<file path="src/rtl/abrm_pkg.sv">
// Shared types, codes and widths of the audio buffer ring manager.
`default_nettype none

package abrm_pkg;

    // Default ring depth limit; the index width follows from it.
    localparam int MAX_BUFFERS_DEF = 1024;

    // Fixed field widths.
    localparam int CNT_W   = 11;
    localparam int BYTES_W = 17;
    localparam int ADDR_W  = 32;
    localparam int FUNC_W  = 2;
    localparam int STAT_W  = 2;
    localparam int CIDX_W  = 3;

    // Packed stream widths, rounded up to whole bytes.
    localparam int S_TDATA_W = 8;
    localparam int S_TUSER_W = 8;
    localparam int M_TDATA_W = 72;

    // Request kinds.
    localparam logic [FUNC_W-1:0] FUNC_APP   = 2'd0;
    localparam logic [FUNC_W-1:0] FUNC_DMA   = 2'd1;
    localparam logic [FUNC_W-1:0] FUNC_CLEAR = 2'd2;

    // Result status codes.
    localparam logic [STAT_W-1:0] STAT_OK      = 2'd0;
    localparam logic [STAT_W-1:0] STAT_INVALID = 2'd1;
    localparam logic [STAT_W-1:0] STAT_BUSY    = 2'd2;

    // Configuration register indexes.
    localparam logic [CIDX_W-1:0] REG_BUFFER_COUNT = 3'd0;
    localparam logic [CIDX_W-1:0] REG_BUFFER_BYTES = 3'd1;
    localparam logic [CIDX_W-1:0] REG_USER_BASE    = 3'd2;
    localparam logic [CIDX_W-1:0] REG_DMA_BASE     = 3'd3;
    localparam logic [CIDX_W-1:0] REG_SILENCE      = 3'd4;

    typedef struct packed {
        logic [CNT_W-1:0]   buffer_count;
        logic [BYTES_W-1:0] buffer_bytes;
        logic [ADDR_W-1:0]  user_base_address;
        logic [ADDR_W-1:0]  dma_base_address;
        logic [ADDR_W-1:0]  silence_address;
    } t_cfg;

    typedef struct packed {
        logic [FUNC_W-1:0] func;
        logic              filled_valid;
        logic              want_next;
    } t_item;

    typedef struct packed {
        logic              space_available;
        logic [ADDR_W-1:0] dma_address;
        logic [ADDR_W-1:0] next_address;
        logic [STAT_W-1:0] status;
    } t_result;

endpackage

`default_nettype wire

</file>
<file path="src/rtl/audio_buffer_ring_manager_top.sv">
// Top level of the audio buffer ring manager: ports, configuration and stages.
`default_nettype none

// Channel   Direction  Handshake                      Payload
// s_axis    in         i_s_axis_tvalid/o_s_axis_tready tdata, tuser: one request
// m_axis    out        o_m_axis_tvalid/i_m_axis_tready tdata: one result
// cfg       in         i_cfg_we (no back-pressure)     i_cfg_index, i_cfg_data
//
// Every request produces exactly one result: it passes the input register, then
// the index update, the shared buffer address multiplier and adder, and goes
// into the result register.
// A new request is accepted every cycle while results are taken; the rate is set
// by the combinational index update and address multiply-add in the core.
// Reset is synchronous and active low; it clears all three ring indices, the
// stage valid flags and restores the register defaults (two buffers of 4096
// bytes, all addresses zero). There is no clearing pass.
// A stall on the result side backs up through the result register and the
// input register; nothing is lost or repeated while tready is low.

module audio_buffer_ring_manager_top #(
    parameter int MAX_BUFFERS = abrm_pkg::MAX_BUFFERS_DEF
) (
    input  wire                           i_clk,
    input  wire                           i_rst_n,

    input  wire                           i_s_axis_tvalid,
    output logic                          o_s_axis_tready,
    // Fields from bit 0: filled_valid, want_next, zero fill.
    input  wire [abrm_pkg::S_TDATA_W-1:0] i_s_axis_tdata,
    // Fields from bit 0: func (2 bits), zero fill.
    input  wire [abrm_pkg::S_TUSER_W-1:0] i_s_axis_tuser,

    output logic                          o_m_axis_tvalid,
    input  wire                           i_m_axis_tready,
    // Fields from bit 0: status (2), next_address (32), dma_address (32),
    // space_available (1), zero fill.
    output logic [abrm_pkg::M_TDATA_W-1:0] o_m_axis_tdata,

    input  wire                           i_cfg_we,
    input  wire [abrm_pkg::CIDX_W-1:0]    i_cfg_index,
    input  wire [abrm_pkg::ADDR_W-1:0]    i_cfg_data
);

    localparam int RES_W = $bits(abrm_pkg::t_result);

    abrm_pkg::t_cfg    cfg;
    abrm_pkg::t_item   in_item, stage_item;
    abrm_pkg::t_result res;
    logic              stage_valid;
    logic              core_ready;

    // Unpack the request from the stream fields.
    assign in_item.func         = i_s_axis_tuser[abrm_pkg::FUNC_W-1:0];
    assign in_item.filled_valid = i_s_axis_tdata[0];
    assign in_item.want_next    = i_s_axis_tdata[1];

    abrm_cfg u_cfg (
        .i_clk       (i_clk),
        .i_rst_n     (i_rst_n),
        .i_cfg_we    (i_cfg_we),
        .i_cfg_index (i_cfg_index),
        .i_cfg_data  (i_cfg_data),
        .o_cfg       (cfg)
    );

    abrm_in_stage u_in_stage (
        .i_clk        (i_clk),
        .i_rst_n      (i_rst_n),
        .i_valid      (i_s_axis_tvalid),
        .o_ready      (o_s_axis_tready),
        .i_item       (in_item),
        .i_core_ready (core_ready),
        .o_valid      (stage_valid),
        .o_item       (stage_item)
    );

    abrm_core #(
        .MAX_BUFFERS (MAX_BUFFERS)
    ) u_core (
        .i_clk       (i_clk),
        .i_rst_n     (i_rst_n),
        .i_cfg       (cfg),
        .i_valid     (stage_valid),
        .i_item      (stage_item),
        .o_ready     (core_ready),
        .o_res_valid (o_m_axis_tvalid),
        .i_res_ready (i_m_axis_tready),
        .o_res       (res)
    );

    // The result struct is declared status-first from the low end.
    assign o_m_axis_tdata = {{(abrm_pkg::M_TDATA_W - RES_W){1'b0}}, res};

endmodule

`default_nettype wire

</file>
<file path="src/rtl/abrm_cfg.sv">
// Configuration register file of the audio buffer ring manager.
`default_nettype none

module abrm_cfg (
    input  wire                         i_clk,
    input  wire                         i_rst_n,
    input  wire                         i_cfg_we,
    input  wire [abrm_pkg::CIDX_W-1:0]  i_cfg_index,
    input  wire [abrm_pkg::ADDR_W-1:0]  i_cfg_data,
    output abrm_pkg::t_cfg              o_cfg
);

    abrm_pkg::t_cfg r_cfg;

    always_ff @(posedge i_clk) begin
        if (!i_rst_n) begin
            r_cfg.buffer_count      <= abrm_pkg::CNT_W'(2);
            r_cfg.buffer_bytes      <= abrm_pkg::BYTES_W'(4096);
            r_cfg.user_base_address <= '0;
            r_cfg.dma_base_address  <= '0;
            r_cfg.silence_address   <= '0;
        end else if (i_cfg_we) begin
            case (i_cfg_index)
                abrm_pkg::REG_BUFFER_COUNT: begin
                    r_cfg.buffer_count <= i_cfg_data[abrm_pkg::CNT_W-1:0];
                end
                abrm_pkg::REG_BUFFER_BYTES: begin
                    r_cfg.buffer_bytes <= i_cfg_data[abrm_pkg::BYTES_W-1:0];
                end
                abrm_pkg::REG_USER_BASE: begin
                    r_cfg.user_base_address <= i_cfg_data;
                end
                abrm_pkg::REG_DMA_BASE: begin
                    r_cfg.dma_base_address <= i_cfg_data;
                end
                abrm_pkg::REG_SILENCE: begin
                    r_cfg.silence_address <= i_cfg_data;
                end
                default: begin
                end
            endcase
        end
    end

    assign o_cfg = r_cfg;

endmodule

`default_nettype wire

</file>
<file path="src/rtl/abrm_in_stage.sv">
// Input register that holds one request until the core takes it.
`default_nettype none

module abrm_in_stage (
    input  wire             i_clk,
    input  wire             i_rst_n,
    input  wire             i_valid,
    output logic            o_ready,
    input  abrm_pkg::t_item i_item,
    input  wire             i_core_ready,
    output logic            o_valid,
    output abrm_pkg::t_item o_item
);

    logic            r_valid;
    abrm_pkg::t_item r_item;
    logic            take;

    assign take    = r_valid && i_core_ready;
    assign o_ready = !r_valid || i_core_ready;

    always_ff @(posedge i_clk) begin
        if (!i_rst_n) begin
            r_valid <= 1'b0;
        end else if (i_valid && o_ready) begin
            r_valid <= 1'b1;
        end else if (take) begin
            r_valid <= 1'b0;
        end
    end

    always_ff @(posedge i_clk) begin
        if (i_valid && o_ready) begin
            r_item <= i_item;
        end
    end

    assign o_valid = r_valid;
    assign o_item  = r_item;

endmodule

`default_nettype wire

</file>
<file path="src/rtl/abrm_core.sv">
// Ring indices, request decode, address forming and the result register.
`default_nettype none

module abrm_core #(
    parameter int MAX_BUFFERS = abrm_pkg::MAX_BUFFERS_DEF
) (
    input  wire               i_clk,
    input  wire               i_rst_n,
    input  abrm_pkg::t_cfg    i_cfg,
    input  wire               i_valid,
    input  abrm_pkg::t_item   i_item,
    output logic              o_ready,
    output logic              o_res_valid,
    input  wire               i_res_ready,
    output abrm_pkg::t_result o_res
);

    localparam int IW = $clog2(MAX_BUFFERS);
    localparam int EW = (IW + 1 > abrm_pkg::CNT_W) ? IW + 1 : abrm_pkg::CNT_W;
    localparam int PW = IW + abrm_pkg::BYTES_W;

    logic [IW-1:0] r_handout, r_filled, r_play;
    logic [IW-1:0] n_handout, n_filled, n_play;
    logic [IW-1:0] h_step, f_step, p_step;

    logic              r_res_valid;
    abrm_pkg::t_result r_res, n_res;

    logic [EW-1:0] cnt_ext, eff;
    logic          single;
    logic          adv;

    logic [IW-1:0]                mul_idx;
    logic [abrm_pkg::ADDR_W-1:0]  mul_base;
    logic [PW-1:0]                prod;
    logic [abrm_pkg::ADDR_W-1:0]  buf_addr;

    function automatic logic [IW-1:0] step_idx(input logic [IW-1:0] i,
                                               input logic [EW-1:0] e);
        logic [IW:0] n;
        n = {1'b0, i} + (IW+1)'(1);
        if (EW'(n) >= e) begin
            return '0;
        end
        return n[IW-1:0];
    endfunction

    assign cnt_ext = EW'(i_cfg.buffer_count);
    assign eff     = (cnt_ext > EW'(MAX_BUFFERS)) ? EW'(MAX_BUFFERS) : cnt_ext;
    assign single  = (i_cfg.buffer_count == abrm_pkg::CNT_W'(1));

    assign o_ready = !r_res_valid || i_res_ready;
    assign adv     = i_valid && o_ready;

    assign h_step = step_idx(r_handout, eff);
    assign f_step = step_idx(r_filled, eff);
    assign p_step = step_idx(r_play, eff);

    // One multiplier serves both sides: completions use the play index.
    assign mul_idx  = (i_item.func == abrm_pkg::FUNC_DMA) ? r_play : r_handout;
    assign mul_base = (i_item.func == abrm_pkg::FUNC_DMA) ? i_cfg.dma_base_address
                                                          : i_cfg.user_base_address;
    assign prod     = PW'(mul_idx) * PW'(i_cfg.buffer_bytes);
    assign buf_addr = mul_base + abrm_pkg::ADDR_W'(prod);

    always_comb begin
        n_handout = r_handout;
        n_filled  = r_filled;
        n_play    = r_play;
        n_res     = '0;
        n_res.status = abrm_pkg::STAT_OK;
        case (i_item.func)
            abrm_pkg::FUNC_APP: begin
                if (i_item.filled_valid && !i_item.want_next) begin
                    n_res.status = abrm_pkg::STAT_INVALID;
                end else begin
                    if (i_item.filled_valid) begin
                        n_filled = f_step;
                    end
                    if (i_item.want_next) begin
                        if (single) begin
                            n_res.next_address = i_cfg.user_base_address;
                        end else if (h_step == r_play) begin
                            n_res.status = abrm_pkg::STAT_BUSY;
                        end else begin
                            n_res.next_address = buf_addr;
                            n_handout          = h_step;
                        end
                    end
                end
            end
            abrm_pkg::FUNC_DMA: begin
                if (single) begin
                    n_res.dma_address = i_cfg.dma_base_address;
                end else if (r_filled != r_play) begin
                    n_res.dma_address = buf_addr;
                    n_play            = p_step;
                end else begin
                    n_res.dma_address = i_cfg.silence_address;
                end
            end
            abrm_pkg::FUNC_CLEAR: begin
                n_handout = '0;
                n_filled  = '0;
                n_play    = '0;
            end
            default: begin
                n_res.status = abrm_pkg::STAT_INVALID;
            end
        endcase
        n_res.space_available = (step_idx(n_handout, eff) != n_play);
    end

    always_ff @(posedge i_clk) begin
        if (!i_rst_n) begin
            r_handout   <= '0;
            r_filled    <= '0;
            r_play      <= '0;
            r_res_valid <= 1'b0;
        end else begin
            if (adv) begin
                r_handout   <= n_handout;
                r_filled    <= n_filled;
                r_play      <= n_play;
                r_res_valid <= 1'b1;
            end else if (i_res_ready) begin
                r_res_valid <= 1'b0;
            end
        end
    end

    always_ff @(posedge i_clk) begin
        if (adv) begin
            r_res <= n_res;
        end
    end

    assign o_res_valid = r_res_valid;
    assign o_res       = r_res;

    a_clear_zeroes: assert property (@(posedge i_clk) disable iff (!i_rst_n)
        (adv && i_item.func == abrm_pkg::FUNC_CLEAR)
        |=> (r_handout == '0 && r_filled == '0 && r_play == '0))
        else $error("clear request left an index nonzero");

    a_idle_holds: assert property (@(posedge i_clk) disable iff (!i_rst_n)
        !adv |=> ($stable(r_handout) && $stable(r_filled) && $stable(r_play)))
        else $error("ring index moved without a request");

    a_result_source: assert property (@(posedge i_clk) disable iff (!i_rst_n)
        $rose(r_res_valid) |-> $past(adv))
        else $error("result appeared without a request");

    a_dma_keeps_handout: assert property (@(posedge i_clk) disable iff (!i_rst_n)
        (adv && i_item.func == abrm_pkg::FUNC_DMA) |=> $stable(r_handout))
        else $error("completion moved the hand-out index");

    a_busy_no_address: assert property (@(posedge i_clk) disable iff (!i_rst_n)
        (r_res_valid && r_res.status == abrm_pkg::STAT_BUSY)
        |-> (r_res.next_address == '0 && r_res.dma_address == '0))
        else $error("busy result carries an address");

endmodule

`default_nettype wire

</file>
<file path="config.mk">
export PLATFORM = sky130hd
export DESIGN_NAME = audio_buffer_ring_manager_top
export DESIGN_NICKNAME = d
export VERILOG_FILES = /design/src/rtl/abrm_pkg.sv /design/src/rtl/audio_buffer_ring_manager_top.sv /design/src/rtl/abrm_cfg.sv /design/src/rtl/abrm_in_stage.sv /design/src/rtl/abrm_core.sv
export SDC_FILE = /design/constraint.sdc
export NUM_CORES = 1
export LEC_CHECK = 0
export BUFFER_PORTS_ARGS = -buffer_cell sky130_fd_sc_hd__buf_2
export CAP_MARGIN = 40
export CORE_ASPECT_RATIO = 1.75
export CORE_MARGIN = 2
export CORE_UTILIZATION = 57
export CTS_CLUSTER_SIZE = 30
export DETAILED_ROUTE_END_ITERATION = 6
export GPL_TIMING_DRIVEN = 1
export PLACE_DENSITY = 0.77
export SLEW_MARGIN = 10
export SYNTH_ARGS = -nofsm -noshare
export SYNTH_HDL_FRONTEND = slang
export SYNTH_HIERARCHICAL = 1
export SYNTH_SLANG_ARGS = --single-unit
export TNS_END_PERCENT = 20
</file>
<file path="constraint.sdc">
create_clock -name i_clk -period 9.9 [get_ports i_clk]
set_clock_uncertainty 0.05 [all_clocks]
set_input_delay 1.485 -clock i_clk [delete_from_list [all_inputs] [get_ports i_clk]]
set_output_delay 1.485 -clock i_clk [all_outputs]
set_load 0.05 [all_outputs]
</file>
==> run metrics <==
fmax 122 MHz; nets 2406; synth unique cells 92; clock slew at reported path FFs 0.06 ns; Initial Util 57.5%; antenna violations before repair 0; Max-slew headroom 39.4%; largest net degree at the start of global routing 62; Ant. Diodes 0; most common cell after layout, fill and taps aside nand2_1; leakage power total 9.11 nW; latest clock arrival within the worst-skew pair about 0.53 ns; synth-to-layout area growth 8.12%; endpoints failing setup 0; Die Wd 142 um; worst-path maximum fanout 20; synth warn 6; via count ~15000; Synth async-reset ratio 0%; multi-input logic area between 0.01 and 0.015 mm2; Post-route DRC 0; root buf cell clkbuf_16; CTS tree yes; Crit path required time 10.11 ns; Slew @ Worst Pin 0.887 ns; drt first pass iters 6; final hold vios 0; DRT Wirelength roughly 54000 um; GRT Util Overall 31.4%; CP max stage delay 0.72 ns; crit path buf inv count 4; cell area after synthesis 0.0189 mm2; IO Pins 130; Final ANT Viol Nets 0; WL/cell 21.6 um; Cells after DPL 2466; Most common cell on crit path o21a_1; period utilization between 80% and 90%; RR Startpoint u_core/r_handout[0]; Post-Syn Instances 2042; share of post-route cells with drive strength above 1 11.3%; total gr overflow 0; Storage cell area 0.00526 mm2; r2r endpoint u_core/o_res[66]; Peak VDD IR 0.0882 mV; CP max stage cell dfxtp_1; H-tree levels 1; Num CTS Buffers 23; first-pass GRT wire length about 85000 um; HP Class flop to flop; pwr dens between 100 and 150 mW/mm2; CP Launch Point u_core/r_handout[0]; Fillers ~2800; setup_tns 0 ns; Critical Path End u_core/o_res[66]; RSZ-0062 raised after global routing false; vias in the first global route 15790; critical path launch point type flop; total clock sinks 227; top_reg_cell synth dfxtp_1; # rows between 80 and 90; syn avg cell area 9.25 um2; Placer Congestion a little under 1; Worst Path Arrival 8.41 ns; Port Buf Inserts roughly 110; drt initial violations ~1200; CTS Buffer Depth 3; sequential fraction of the synthesis area 27.8%; dpl hpwl 40200 um; Setup crit end kind flop; Die Ht 245 um; Hold-fix buffers, CTS 0; Via density 6.14; Crit. path cell count 31; status finished clean; min cycle time layout a little over 8 ns; Pins Over Slew Limit 0; Seq cells post-synth 227; Resize count post-CTS 0; Reg2Reg Setup Slack 1.69 ns; Final Non-Filler Cells 2507; Core Area 0.0328 mm2; setup bufs post-CTS 0; delay-heaviest family, CP compound AO/OA/AOI/OAI gates; die area 0.0347 mm2; Worst Reg-to-Reg Cells 31; # Max-Cap Violations 0; commonest non-fill, non-tap cells in the layout nand2_1 (318), inv_1 (174), mux2i_1 (169); EDFF count, synth between 70 and 80; CP Class flop to flop
-- worst min-delay path by stage --
stage	startpoint	to	slack (ns)	depth (start not counted)
after floorplan	u_cfg/o_cfg[100]	u_cfg/o_cfg[100]	0.38	2
after global placement	u_cfg/o_cfg[16]	u_cfg/o_cfg[16]	0.40	2
after detailed placement	u_cfg/o_cfg[27]	u_cfg/o_cfg[27]	0.40	2
after CTS	u_cfg/o_cfg[27]	u_cfg/o_cfg[27]	0.41	2
after global routing	u_cfg/o_cfg[27]	u_cfg/o_cfg[27]	0.43	2
final	u_cfg/o_cfg[27]	u_cfg/o_cfg[27]	0.41	2
-- registers in the layout, indices dropped and copies added (netlist names) --
register,count
u_cfg/o_cfg,124
u_core/o_res,67
u_core/o_res_valid,1
u_core/r_filled,10
u_core/r_handout,10
u_core/r_play,10
u_in_stage/o_item,4
u_in_stage/o_valid,1
-- cells in the mapped netlist (all sizes together), types with 3 or more instances --
cell type / count / area [um2]
nor2: 112 / 420
nand2: 319 / 1200
nor2b: 74 / 463
nand3: 38 / 203
a22o: 4 / 36.3
o211ai: 4 / 35.0
a211oi: 39 / 293
nand2b: 28 / 183
mux2i: 169 / 1690
o21ai: 50 / 254
a2111oi: 4 / 42.5
xnor2: 39 / 357
or3b: 3 / 26.3
o22ai: 4 / 25.0
xnor3: 3 / 67.6
nand4: 14 / 87.6
and2: 20 / 131
a221oi: 6 / 70.1
fa: 145 / 2900
xor2: 30 / 270
a32oi: 5 / 43.8
o21a: 14 / 105
ha: 119 / 1490
a22oi: 35 / 263
nor3: 14 / 70.1
a31oi: 9 / 56.3
buf: 55 / 303
dfxtp: 156 / 3120
clkbuf: 67 / 251
o32ai: 3 / 26.3
a21oi: 64 / 324
nor3b: 5 / 37.5
edfxtp: 71 / 2130
nor4: 6 / 37.5
inv: 176 / 661
o21bai: 7 / 52.6
o31ai: 5 / 37.5
or2: 5 / 31.3
mux2: 32 / 360
a21o: 31 / 233
or3: 7 / 43.8
and3: 16 / 100
-- area by class of cell --
type	count	share of cell area [%]
Sequential cell	227	25.7
Tap cell	405	2.48
Timing Repair Buffer	137	3.90
Clock inverter	13	0.595
Clock buffer	28	2.96
Multi-Input combinational cell	1520	61.1
Inverter	177	3.26
-- metrics by stage --
stage	utilization (%)	setup slack (ns)	cell area, um2	hold WS, ns	power, mW
floorplan	-	2.64	18900	0.384	1.31
global placement	59.8	1.42	19600	0.395	1.41
detailed placement	60.0	1.85	19700	0.403	1.42
CTS	62.2	1.80	20400	0.412	2.28
global route	62.2	1.27	20400	0.428	2.35
finish	62.2	1.69	20400	0.412	2.27
-- worst register-to-register path: cells and delay by family (launching register included) --
family / cells / cell delay [ns]
AOI/OAI and AO/OA: 13 / 3.15
xor gates and xnor gates: 2 / 0.41
adders and majority gates: 3 / 0.85
buffers and inverters: 4 / 0.53
DFF: 1 / 0.72
and+or+nand+nor: 9 / 2.25
-- cell families after synthesis --
| group | after synthesis | share of synthesized area (%) |
|---|---|---|
| simple gates | 674 | 16.8 |
| compound gates | 304 | 11.1 |
| buf+inv | 299 | 6.45 |
| fa+ha+maj | 264 | 23.3 |
| flops | 227 | 27.8 |
| mux | 201 | 10.9 |
| xor+xnor | 72 | 3.68 |
| other cells | 1 | 0.0199 |
-- power by group --
part / total [mW] / internal, mW / switching, mW
logic: 0.387 / 0.128 / 0.259
registers: 1.02 / 0.987 / 0.0308
clock network: 0.866 / 0.488 / 0.379
total: 2.27 / 1.60 / 0.669
-- metal layers --
layer / track usage, % / vias up / routed length (um)
li1: - / 6995 / -
met2: 56.9 / 656 / 28000
met5: 0 / - / 0
met1: 37.0 / 7553 / 20100
met4: 16.3 / 0 / 3000
met3: 2.46 / 186 / 3020
(Power assumes the default switching activity.)
